===== config.mk =====
export PLATFORM = sky130hd
export DESIGN_NAME = lcg_random_in_range
export DESIGN_NICKNAME = d
export VERILOG_FILES = /design/src/rir_pkg.sv /design/src/rir_div.sv /design/src/rir_front.sv /design/src/rir_queue.sv /design/src/rir_back.sv /design/src/lcg_random_in_range.sv
export SDC_FILE = /design/constraint.sdc
export NUM_CORES = 2
export LEC_CHECK = 0
export BUFFER_PORTS_ARGS = -buffer_cell sky130_fd_sc_hd__buf_4
export CORE_ASPECT_RATIO = 1.2
export CORE_MARGIN = 2
export CORE_UTILIZATION = 40
export CTS_CLUSTER_DIAMETER = 30
export DETAILED_ROUTE_END_ITERATION = 10
export PLACE_DENSITY = 0.6
export SLEW_MARGIN = 25
export SYNTH_ARGS = -nofsm -noshare
export SYNTH_HDL_FRONTEND = slang
export SYNTH_SLANG_ARGS = --single-unit

===== constraint.sdc =====
create_clock -name clk -period 19 [get_ports clk]
set_clock_uncertainty 0.1 [all_clocks]
set_input_delay 0.95 -clock clk [delete_from_list [all_inputs] [get_ports clk]]
set_output_delay 0.95 -clock clk [all_outputs]
set_load 0.005 [all_outputs]

===== src/rir_pkg.sv =====
// Shared types, constants and the generator step for the ranged random block.
// No dependencies; every other file under src/ imports this package.
`default_nettype none

package rir_pkg;

	localparam logic [31:0] LCG_MUL     = 32'd1664525;
	localparam logic [31:0] LCG_ADD     = 32'd1013904223;
	localparam logic [31:0] DRAW_OFFSET = 32'h4000_0000;
	localparam logic [30:0] SCALE_TOP   = 31'h7FFF_FFFF;

	// One job word between front and back
	typedef struct packed {
		logic [31:0] lo;
		logic [30:0] div;
		logic        skip;
	} rir_job_t;

	// Divider status
	typedef struct packed {
		logic busy;
		logic done;
	} rir_div_stat_t;

	function automatic logic [31:0] lcg_next(input logic [31:0] x);
		logic [31:0] p;
		p = x * LCG_MUL;
		return p + LCG_ADD;
	endfunction

endpackage

`default_nettype wire


===== src/rir_div.sv =====
// Bit-serial restoring divider, one quotient bit per cycle.
// Depends on rir_pkg for the status struct.
`default_nettype none

module rir_div
	import rir_pkg::*;
#(
	parameter int NUM_W = 31,
	parameter int DEN_W = 31
) (
	input  wire logic             clk,
	input  wire logic             arst_n,
	input  wire logic             start,
	input  wire logic [NUM_W-1:0] num,
	input  wire logic [DEN_W-1:0] den,
	output rir_div_stat_t         stat,
	output logic      [NUM_W-1:0] quo
);

	localparam int CW = $clog2(NUM_W + 1);

	logic [NUM_W-1:0] num_q;
	logic [DEN_W-1:0] den_q;
	logic [DEN_W-1:0] rem_q;
	logic [CW-1:0]    cnt_q;
	logic             done_q;
	logic [DEN_W:0]   trial;
	logic [DEN_W:0]   diff;
	logic             ge;

	assign trial = {rem_q, num_q[NUM_W-1]};
	assign ge    = trial >= {1'b0, den_q};
	assign diff  = trial - {1'b0, den_q};

	always_ff @(posedge clk or negedge arst_n) begin
		if (!arst_n) begin
			cnt_q  <= '0;
			done_q <= 1'b0;
		end else if (start) begin
			cnt_q  <= CW'(NUM_W);
			done_q <= 1'b0;
		end else if (cnt_q != '0) begin
			cnt_q  <= cnt_q - CW'(1);
			done_q <= (cnt_q == CW'(1));
		end else begin
			done_q <= 1'b0;
		end
	end

	always_ff @(posedge clk) begin
		if (start) begin
			num_q <= num;
			den_q <= den;
			rem_q <= '0;
		end else if (cnt_q != '0) begin
			// shift one quotient bit in where the dividend bit leaves
			rem_q <= ge ? diff[DEN_W-1:0] : trial[DEN_W-1:0];
			num_q <= {num_q[NUM_W-2:0], ge};
		end
	end

	assign stat.busy = (cnt_q != '0);
	assign stat.done = done_q;
	assign quo       = num_q;

endmodule

`default_nettype wire


===== src/rir_front.sv =====
// Front end: accept a range word, classify it and compute the scale divisor.
// Depends on rir_pkg and rir_div.
`default_nettype none

module rir_front
	import rir_pkg::*;
(
	input  wire logic        clk,
	input  wire logic        arst_n,
	input  wire logic        push,
	input  wire logic [31:0] range_low,
	input  wire logic [31:0] range_high,
	output logic             full,
	input  wire logic        q_full,
	output logic             q_push,
	output rir_job_t         job
);

	localparam logic [1:0] F_IDLE = 2'd0;
	localparam logic [1:0] F_DIV  = 2'd1;
	localparam logic [1:0] F_PUSH = 2'd2;

	logic [1:0]    state_q;
	rir_job_t      job_q;
	logic          accept;
	logic          skip;
	logic [32:0]   span;
	logic          div_start;
	rir_div_stat_t div_stat;
	logic [30:0]   div_quo;

	assign accept    = push && (state_q == F_IDLE);
	assign skip      = $signed(range_high) <= $signed(range_low);
	assign span      = {range_high[31], range_high} - {range_low[31], range_low} + 33'd1;
	assign div_start = accept && !skip;

	rir_div #(
		.NUM_W(31),
		.DEN_W(33)
	) u_div (
		.clk   (clk),
		.arst_n(arst_n),
		.start (div_start),
		.num   (SCALE_TOP),
		.den   (span),
		.stat  (div_stat),
		.quo   (div_quo)
	);

	always_ff @(posedge clk or negedge arst_n) begin
		if (!arst_n) begin
			state_q <= F_IDLE;
		end else begin
			case (state_q)
				F_IDLE: begin
					if (accept) begin
						state_q <= skip ? F_PUSH : F_DIV;
					end
				end
				F_DIV: begin
					if (div_stat.done) begin
						state_q <= F_PUSH;
					end
				end
				F_PUSH: begin
					if (!q_full) begin
						state_q <= F_IDLE;
					end
				end
				default: state_q <= F_IDLE;
			endcase
		end
	end

	always_ff @(posedge clk) begin
		if (accept) begin
			job_q.lo   <= range_low;
			job_q.skip <= skip;
			job_q.div  <= 31'd1;
		end else if (state_q == F_DIV && div_stat.done) begin
			// span beyond the scale top gives zero: use one instead
			job_q.div <= (div_quo == '0) ? 31'd1 : div_quo;
		end
	end

	assign full   = (state_q != F_IDLE);
	assign q_push = (state_q == F_PUSH) && !q_full;
	assign job    = job_q;

endmodule

`default_nettype wire


===== src/rir_queue.sv =====
// Short flip-flop queue of job words between front and back.
// Depends on rir_pkg for the job word type.
`default_nettype none

module rir_queue
	import rir_pkg::*;
#(
	parameter int DEPTH = 2
) (
	input  wire logic               clk,
	input  wire logic               arst_n,
	input  wire logic               wr,
	input  wire rir_job_t           wr_job,
	input  wire logic               rd,
	output rir_job_t                rd_job,
	output logic                    full,
	output logic                    empty,
	output logic [$clog2(DEPTH+1)-1:0] level
);

	localparam int AW = $clog2(DEPTH);
	localparam int LW = $clog2(DEPTH + 1);

	rir_job_t        mem_q [DEPTH];
	logic [AW-1:0]   wp_q;
	logic [AW-1:0]   rp_q;
	logic [LW-1:0]   cnt_q;
	logic            do_wr;
	logic            do_rd;

	assign full  = (cnt_q == LW'(DEPTH));
	assign empty = (cnt_q == '0);
	assign do_wr = wr && !full;
	assign do_rd = rd && !empty;

	always_ff @(posedge clk or negedge arst_n) begin
		if (!arst_n) begin
			wp_q  <= '0;
			rp_q  <= '0;
			cnt_q <= '0;
		end else begin
			if (do_wr) begin
				wp_q <= (wp_q == AW'(DEPTH - 1)) ? '0 : wp_q + AW'(1);
			end
			if (do_rd) begin
				rp_q <= (rp_q == AW'(DEPTH - 1)) ? '0 : rp_q + AW'(1);
			end
			if (do_wr && !do_rd) begin
				cnt_q <= cnt_q + LW'(1);
			end else if (do_rd && !do_wr) begin
				cnt_q <= cnt_q - LW'(1);
			end
		end
	end

	always_ff @(posedge clk) begin
		if (do_wr) begin
			mem_q[wp_q] <= wr_job;
		end
	end

	assign rd_job = mem_q[rp_q];
	assign level  = cnt_q;

endmodule

`default_nettype wire


===== src/rir_back.sv =====
// Back end: step the generator, scale the draw and hold the result word.
// Depends on rir_pkg and rir_div.
`default_nettype none

module rir_back
	import rir_pkg::*;
(
	input  wire logic        clk,
	input  wire logic        arst_n,
	input  wire logic [31:0] seed,
	input  wire logic        q_empty,
	input  wire rir_job_t    q_job,
	output logic             q_pop,
	input  wire logic        out_pop,
	output logic             out_valid,
	output logic [31:0]      out_value,
	output logic [30:0]      out_raw
);

	localparam logic [2:0] B_IDLE = 3'd0;
	localparam logic [2:0] B_SEED = 3'd1;
	localparam logic [2:0] B_STEP = 3'd2;
	localparam logic [2:0] B_RAW  = 3'd3;
	localparam logic [2:0] B_DIV  = 3'd4;
	localparam logic [2:0] B_DONE = 3'd5;

	logic [2:0]    state_q;
	logic [31:0]   gen_q;
	logic [31:0]   lo_q;
	logic [30:0]   div_q;
	logic          skip_q;
	logic [30:0]   raw_q;
	logic          valid_q;
	logic [31:0]   value_q;
	logic [30:0]   oraw_q;
	logic [31:0]   half;
	logic [31:0]   raw_sum;
	logic [30:0]   raw_now;
	logic          div_start;
	rir_div_stat_t div_stat;
	logic [30:0]   div_quo;
	logic          load;
	logic [31:0]   addend;

	assign half      = {gen_q[31], gen_q[31:1]};
	assign raw_sum   = half + DRAW_OFFSET;
	assign raw_now   = raw_sum[30:0];
	assign div_start = (state_q == B_RAW);
	assign q_pop     = (state_q == B_IDLE) && !q_empty;
	assign load      = (state_q == B_DONE) && (!valid_q || out_pop);
	assign addend    = skip_q ? 32'd0 : {1'b0, div_quo};

	rir_div #(
		.NUM_W(31),
		.DEN_W(31)
	) u_div (
		.clk   (clk),
		.arst_n(arst_n),
		.start (div_start),
		.num   (raw_now),
		.den   (div_q),
		.stat  (div_stat),
		.quo   (div_quo)
	);

	always_ff @(posedge clk or negedge arst_n) begin
		if (!arst_n) begin
			state_q <= B_IDLE;
			gen_q   <= '0;
			valid_q <= 1'b0;
		end else begin
			case (state_q)
				B_IDLE: begin
					if (q_pop) begin
						if (q_job.skip) begin
							state_q <= B_DONE;
						end else if (gen_q == '0) begin
							state_q <= B_SEED;
						end else begin
							state_q <= B_STEP;
						end
					end
				end
				B_SEED: begin
					gen_q   <= lcg_next(seed);
					state_q <= B_STEP;
				end
				B_STEP: begin
					gen_q   <= lcg_next(gen_q);
					state_q <= B_RAW;
				end
				B_RAW: state_q <= B_DIV;
				B_DIV: begin
					if (div_stat.done) begin
						state_q <= B_DONE;
					end
				end
				B_DONE: begin
					if (load) begin
						state_q <= B_IDLE;
					end
				end
				default: state_q <= B_IDLE;
			endcase
			if (load) begin
				valid_q <= 1'b1;
			end else if (out_pop) begin
				valid_q <= 1'b0;
			end
		end
	end

	always_ff @(posedge clk) begin
		if (q_pop) begin
			lo_q   <= q_job.lo;
			div_q  <= q_job.div;
			skip_q <= q_job.skip;
			raw_q  <= '0;
		end else if (state_q == B_RAW) begin
			raw_q <= raw_now;
		end
		if (load) begin
			value_q <= lo_q + addend;
			oraw_q  <= raw_q;
		end
	end

	assign out_valid = valid_q;
	assign out_value = value_q;
	assign out_raw   = oraw_q;

endmodule

`default_nettype wire


===== src/lcg_random_in_range.sv =====
// Top level of the ranged random generator: seed register, front, queue, back.
// Depends on rir_pkg, rir_front, rir_queue, rir_back.
//
// Usage
//   Request channel: drive range_low / range_high (signed, inclusive) and raise
//   push; the word is taken at an edge where push is high and full is low.
//   Result channel: while empty is low, random_value and raw_draw show the
//   oldest result; pop at an edge where empty is low takes it.
//   Seed: cfg_wr_en with cfg_wr_data writes the seed register at that edge.
//   Write it only while no request is in flight.
// Sequence
//   The front end takes a new request only after it has written the
//   previous job to the queue: accept, serial divisor divide, queue write;
//   an empty range skips the divide.
//   The back end pops the next job only after loading the current result:
//   optional seed step, generator step, serial scale divide, result load;
//   an empty range skips straight to the result load.
// Reset
//   Clear the seed register to zero and the generator to the unseeded state;
//   drop all queued and pending words.
// Stall
//   When the result is not popped, the back end holds its finished word, the
//   queue fills, and full then stays high; no word is lost.
`default_nettype none

module lcg_random_in_range
	import rir_pkg::*;
#(
	parameter int QUEUE_DEPTH = 2
) (
	input  wire logic        clk,
	input  wire logic        arst_n,
	input  wire logic        push,
	output logic             full,
	input  wire logic [31:0] range_low,
	input  wire logic [31:0] range_high,
	output logic             empty,
	input  wire logic        pop,
	output logic [31:0]      random_value,
	output logic [30:0]      raw_draw,
	input  wire logic        cfg_wr_en,
	input  wire logic [31:0] cfg_wr_data
);

	logic [31:0]                      seed_q;
	logic                             q_full;
	logic                             q_empty;
	logic                             q_push;
	logic                             q_pop;
	rir_job_t                         push_job;
	rir_job_t                         pop_job;
	logic [$clog2(QUEUE_DEPTH+1)-1:0] q_level;
	logic                             out_valid;
	logic                             out_pop;

	// Seed register: reset to zero, written on each enable
	always_ff @(posedge clk or negedge arst_n) begin
		if (!arst_n) begin
			seed_q <= '0;
		end else if (cfg_wr_en) begin
			seed_q <= cfg_wr_data;
		end
	end

	// Accept, classify and compute the scale divisor
	rir_front u_front (
		.clk       (clk),
		.arst_n    (arst_n),
		.push      (push),
		.range_low (range_low),
		.range_high(range_high),
		.full      (full),
		.q_full    (q_full),
		.q_push    (q_push),
		.job       (push_job)
	);

	// Decouple front from back
	rir_queue #(
		.DEPTH(QUEUE_DEPTH)
	) u_queue (
		.clk   (clk),
		.arst_n(arst_n),
		.wr    (q_push),
		.wr_job(push_job),
		.rd    (q_pop),
		.rd_job(pop_job),
		.full  (q_full),
		.empty (q_empty),
		.level (q_level)
	);

	// Advance the generator, scale and hold the result word
	rir_back u_back (
		.clk      (clk),
		.arst_n   (arst_n),
		.seed     (seed_q),
		.q_empty  (q_empty),
		.q_job    (pop_job),
		.q_pop    (q_pop),
		.out_pop  (out_pop),
		.out_valid(out_valid),
		.out_value(random_value),
		.out_raw  (raw_draw)
	);

	assign empty   = !out_valid;
	assign out_pop = pop && out_valid;

	// Front goes busy right after taking a word
	a_front_busy: assert property (@(posedge clk) disable iff (!arst_n)
		push && !full |=> full)
		else $error("front did not go busy after accepting a word");

	// Queue level never exceeds its depth
	a_queue_level: assert property (@(posedge clk) disable iff (!arst_n)
		q_level <= ($clog2(QUEUE_DEPTH+1))'(QUEUE_DEPTH))
		else $error("queue level above depth");

	// Drawing jobs always carry a nonzero divisor
	a_div_nonzero: assert property (@(posedge clk) disable iff (!arst_n)
		q_push && !push_job.skip |-> push_job.div != '0)
		else $error("zero divisor pushed to queue");

endmodule

`default_nettype wire


## Word-level counts from Yosys, hierarchy flattened

Memory sizes are Yosys's and may differ from the RTL's.
Cells that the tools add are included.

| word-level totals | value |
|---|---|
| memories kept | 1 |
| output and inout bits | 65 |
| logic and storage cells | 130 |
| memory bits (writable) | 128 |
| bits of input ports | 101 |
| bits in registers | 498 |

Memories:

| name | depth | bits a word | read ports | clocked after memory_dff | wr ports | line | text |
|---|---|---|---|---|---|---|---|
| u_queue.mem_q | 2 | 64 | 1 | 0 | 1 | rir_queue.sv:24 | `rir_job_t mem_q [DEPTH];` |

| cells by class | value |
|---|---|
| reduce and logical (&&, ||, !) cells | 33 |
| multipliers | 2 |
| equality and inequality tests | 16 |
| add/subtract/negate cells | 14 |
| $lt $le $gt $ge | 3 |
| multiplexer cells | 34 |

Operators by type and width:

| operator | count |
|---|---|
| $mux W31 | 5 |
| $add A32 B30 Y32 const B | 2 |
| $mul A32 B21 Y32 const B | 2 |
| $pmux W32 S2 | 1 |
| $ge A34 B33 Y1 | 1 |
| $add A33 B1 Y33 const B | 1 |
| $mux W33 | 1 |
| $sub A32 B32 Y33 | 1 |
| $sub A33 B33 Y33 | 1 |
| $add A32 B32 Y32 | 1 |
| $ge A32 B31 Y1 | 1 |
| $le A32 B32 Y1 | 1 |
| $logic_not A32 Y1 | 1 |
| $add A31 B31 Y31 const B | 1 |
| $logic_not A31 Y1 | 1 |
| $sub A31 B31 Y31 | 1 |
| $mux W5 | 4 |
| $pmux W3 S6 | 1 |
| $mux W2 | 7 |
| $mux W3 | 4 |
| $reduce_bool A2 Y1 | 6 |
| $logic_and A1 B1 Y1 | 11 |
| $eq A5 B1 Y1 const B | 2 |
| $mux W1 | 10 |
| 18 further kinds | 35 |

## Depth between registers and ports, before layout

| logic depth | value |
|---|---|
| depth in word-level cells | 8 |
| depth in mapped cells | 26 |
| gate-level depth less buffers | 26 |

## Hierarchy

A second synthesis with hierarchy kept.

| second synthesis, totals | value |
|---|---|
| cells, all modules | 4,206 |
| area, all modules | 45,388.5 µm² |

Modules (own cells, without submodules):

| module | cells an instance | sequential area each (µm²) | instances | area an instance (µm²) |
|---|---|---|---|---|
| rir_back | 2,233 | 5,335.1 | 1 | 22,516.6 |
| rir_div (u_front.u_div) | 591 | 2,732.6 | 1 | 5,939.4 |
| rir_div (u_back.u_div) | 552 | 2,632.5 | 1 | 5,621.6 |
| rir_queue | 218 | 3,943.8 | 1 | 5,021.1 |
| rir_front | 542 | 1,661.6 | 1 | 4,934.7 |
| lcg_random_in_range | 70 | 800.8 | 1 | 1,355.0 |

## Worst setup path after synthesis

Ideal clock, no wire load.

| timing | value |
|---|---|
| path type | register -> register |
| start point | reg u_back.gen_q[1] |
| end point | reg u_back.gen_q[31] |
| arrival time | 6.610 ns |
| period minus slack after synthesis | 6.860 ns |
| required time | 18.750 ns |
| path buffers | 0 |
| stages on the path, launching flop included | 27 |
| setup slack | 12.140 ns |
| setup time | 0.150 ns |
| path through | dfrtp_1 -> inv_1 -> ha_1 -> xor2_1 -> inv_1 -> ha_1 -> a21o_1 -> fa_1 -> fa_1 -> inv_1 -> fa_1 -> inv_1 -> fa_1 -> inv_1 -> fa_1 -> inv_1 -> ha_1 -> a21o_1 -> a21o_1 -> a221oi_1 -> nor3b_1 -> nand3_1 -> a41oi_1 -> o21ai_0 -> xnor2_1 -> nand2_1 -> o311ai_0 |

| between the ends | value |
|---|---|
| longest elaborated chain between the ends | 3 |

RTL lines:

| item | line | text |
|---|---|---|
| from (decl) | rir_back.sv:28 | `logic [31:0] gen_q;` |
| from (signal assigned) | rir_back.sv:85 | `gen_q <= lcg_next(seed);` |
| from (signal assigned) | rir_back.sv:89 | `gen_q <= lcg_next(gen_q);` |
| $mul A32 B21 Y32 | rir_pkg.sv:27 | `p = x * LCG_MUL;` |
| $add A32 B30 Y32 | rir_pkg.sv:28 | `return p + LCG_ADD;` |
| $pmux W32 S2 | rir_back.sv:72 | `case (state_q)` |

Every way passes these cells.
A chain may end at the register's enable or synchronous reset.

## Worst setup path after layout

Same ends and word-level chain as after synthesis.

==> impl_results.md <==
* Vias per inst at 5.06
* Synth area leaders: edfxtp_1, ha_1, fa_1
* Top cell type's share of synthesized area at 26.0%
* FF+latch count, synth at roughly 630
* Post-synth EDFFs at between 300 and 400
* DRT antenna net count at 0
* HPWL Detailed at 87.3 mm
* Root buffer cell: clkbuf_16
* Min Tclk post-route at 7610 ps
* All-layer global routing usage at around 20%
* Cell taking the most area after synthesis: edfxtp_1
* Reg2Reg Setup Slack at 11,390 ps
* Largest net degree at the start of global routing at 92
* Total number of vias at 30,300
* Synthesized area at 44,200 sq um
* Most frequent cell after synthesis: inv_1
* Mapped Cells at 4,279
* CP startpoint: u_back.gen_q[1]$_DFFE_PN0P_
* Top Family by Delay on Critical Path: adder cells
* Residual DRC count at 0
* Sequential share of the synthesized area at a little under two fifths
* WP buf/inv at 6
* I/O Buffers at 165
* Max FO, Critical Path at 11
* Top FF cell, synth: edfxtp_1
* Final hold violations at 0
* Synth Net Count at 5,174
* Slew HR at between 30% and 40%
* Layout cells sized above 1 at 11.3%
* # hold bufs at CTS at 0
* Worst setup path endpoint: u_back.gen_q[31]$_DFFE_PN0P_
* # Post-CTS Setup Buffers at 0
* H-tree depth at 3
* Worst EP arrival at 8050 ps
* Vias in the first global route at 31,300
* Routability cong. at around 0.93
* Mapped Avg Cell Area at 10.3 sq um
* Post-cts sizing count at 0
* Final cycle utilization of the critical path at 40.1%
* Synth warn at 0
* MaxCap Viol Count at 0
* Initial core utilization at 40.3%
* Length in cells of the worst reg-to-reg path at 26
* Slowest-stage cell, CP: dfrtp_1
* First-pass GRT wire length at 176 mm
* Post-Route WL at around 110 mm
* Syn-to-layout area delta at 15.6%
* Clock Path Buffers at 3
* Worst skew pair latency at 740 ps
* Peak Freq at 0.131 GHz
* Crit path kind: flop to flop
* Core Area at 109,000 sq um
* Initial antenna violation count at 3
* Final Max Tran Viols at 0
* WL per Instance at 18.5 um
* Total die area at ~110,000 sq um
* Asr flop ratio synth at a little over an eighth
* Setup violators final at 0
* Row cnt at 133
* # nets final at 5,374
* DR pass1 iterations at 5
* Slew @ Worst Pin at 985 ps
* Die height at 368 um
* Congestion Overflow GR at 0
* CP Launch Type: flop
* Initial drt markers at approximately 1,600
* Synth top cells by count: inv_1, ha_1, nand2_1
* Worst-path clk slew at 60 ps
* Die X at between 300 and 400 um
* Synth cell types at 80
* Post-route setup TNS at 0 ps
* CTS tree: built
* IO Pins at 166
* Hold WC Path Type: input port to async pin
* RSZ-0062 raised after global routing: false
* Clock Sink Count at between 600 and 700
* Most common cell on crit path: inv_1
* Critical Path End Type: flop
* Run status: completed
* Max incr delay on CP at 600 ps
* CTS buffer count at ~110
* Reg2reg end: u_back.gen_q[31]$_DFFE_PN0P_
* Worst reg2reg startpoint: u_back.gen_q[1]$_DFFE_PN0P_
* Crit path depth at 26
* Req. time, crit path at 19,440 ps
## cells by family after synthesis
| logic type | Yosys count | share of synthesized area [%] |
|---|---|---|
| AOI/OAI and AO/OA | 805 | 11.3 |
| DFF | 626 | 38.0 |
| xor gates and xnor gates | 197 | 3.91 |
| and+or+nand+nor | 881 | 9.12 |
| muxes | 117 | 2.88 |
| adders and majority gates | 794 | 27.5 |
| buffers and inverters | 859 | 7.34 |
## worst min-delay path by stage
stage                                       endpoint  slack, ps  depth (start not counted)
floorplan            u_back.u_div.den_q[0]$_DFFE_PP_        300                          0
global placement    u_back.u_div.den_q[20]$_DFFE_PP_        300                          0
detailed placement  u_back.u_div.den_q[21]$_DFFE_PP_        300                          0
CTS                           seed_q[31]$_DFFE_PN0P_         50                          1
global route                  seed_q[23]$_DFFE_PN0P_        100                          1
finish                        seed_q[31]$_DFFE_PN0P_         90                          1
## registers in the layout, indices dropped and copies added, names as in the netlist, 2 cells and up
register and count:
u_queue.mem_q 128, u_front.job 64, u_front.u_div.den_q 33, u_front.u_div.rem_q 33, seed_q 32, u_back.gen_q 32, u_back.lo_q 32, u_back.out_value 32
u_back.div_q 31, u_back.out_raw 31, u_back.raw_q 31, u_back.u_div.den_q 31, u_back.u_div.quo 31, u_back.u_div.rem_q 31, u_front.u_div.quo 31, u_back.u_div.cnt_q 5
u_front.u_div.cnt_q 5, u_back.state_q 3, u_front.state_q 2, u_queue.level 2
## metal layers
metal  GRT usage, %  up-vias  routed length, um
li1               -    14900                  -
met1           25.8    14800              48600
met2           33.8      523              53600
met3           3.18      169               4730
met4           7.24        0               3660
met5              0        -                  0
## worst reg2reg max path, stage by stage, from the launching register on
cell	delay, ps
dfrtp_1	600
inv_1	250
ha_1	380
xor2_1	500
inv_1	130
ha_1	210
a21o_1	170
fa_1	490
fa_1	560
inv_1	60
fa_1	540
inv_1	60
fa_1	540
inv_1	60
fa_1	530
inv_1	40
ha_1	350
a21o_1	180
a21o_1	170
a221oi_1	330
nor3b_1	220
nand3_1	160
a41oi_1	350
o21ai_0	170
xnor2_1	150
nand2_1	70
o311ai_0	110
## stage by stage
| step | utilization [%] | std cells | cell area [sq um] | hold WS [ps] | worst slack, ps |
|---|---|---|---|---|---|
| 2_1_floorplan | - | 4279 | 44200 | 300 | 12140 |
| 3_3_place_gp | 43.0 | 5788 | 47000 | 304 | 11490 |
| 3_5_place_dp | 43.0 | 5788 | 47000 | 305 | 11390 |
| 4_1_cts | 46.6 | 5989 | 51100 | 51.4 | 11360 |
| 5_1_grt | 46.6 | 5992 | 51100 | 101 | 10930 |
| 6_report | 46.6 | 5993 | 51100 | 85.6 | 11390 |
## final cells by class
| cell class | instances | area, sq um |
|---|---|---|
| flip-flops and latches | 626 | 16800 |
| clock buffers | 112 | 2760 |
| clock inverters | 89 | 1270 |
| fillers | 10200 | 58400 |
| inverters | 760 | 2850 |
| repair buffers | 191 | 1430 |
| diodes | 4 | 10.0 |
| multi-input cells | 2794 | 24200 |
| well taps | 1417 | 1770 |
## placed cells by master, fill, tap and decap left out, types with 10 or more instances in the layout
cell type,netlist,routed
a211oi_1,39,39
a21o_1,66,66
a21oi_1,261,261
a31oi_1,28,28
and2_1,17,15
and3_1,18,18
buf_4,2,191
bufinv_16,0,17
clkbuf_16,0,109
clkinv_4,0,21
clkinvlp_4,0,11
dfrtp_1,86,85
dfxtp_1,157,157
edfxtp_1,383,383
fa_1,293,293
ha_1,501,501
inv_1,759,759
inv_6,0,12
mux2_2,81,81
mux2i_1,36,36
nand2_1,404,401
nand2b_1,31,31
nand3_1,67,67
nand4_1,25,25
nor2_1,153,150
nor2b_1,49,49
nor3_1,49,48
nor4_1,14,14
o211ai_1,18,18
o21a_1,40,40
o21ai_0,214,214
o21bai_1,23,23
o31ai_1,10,10
or2_2,16,16
or3_1,14,14
xnor2_1,142,142
xor2_1,55,55
Power is not shown: default switching activity piles up to over one toggle a cycle in this logic, so the estimate is an artifact.
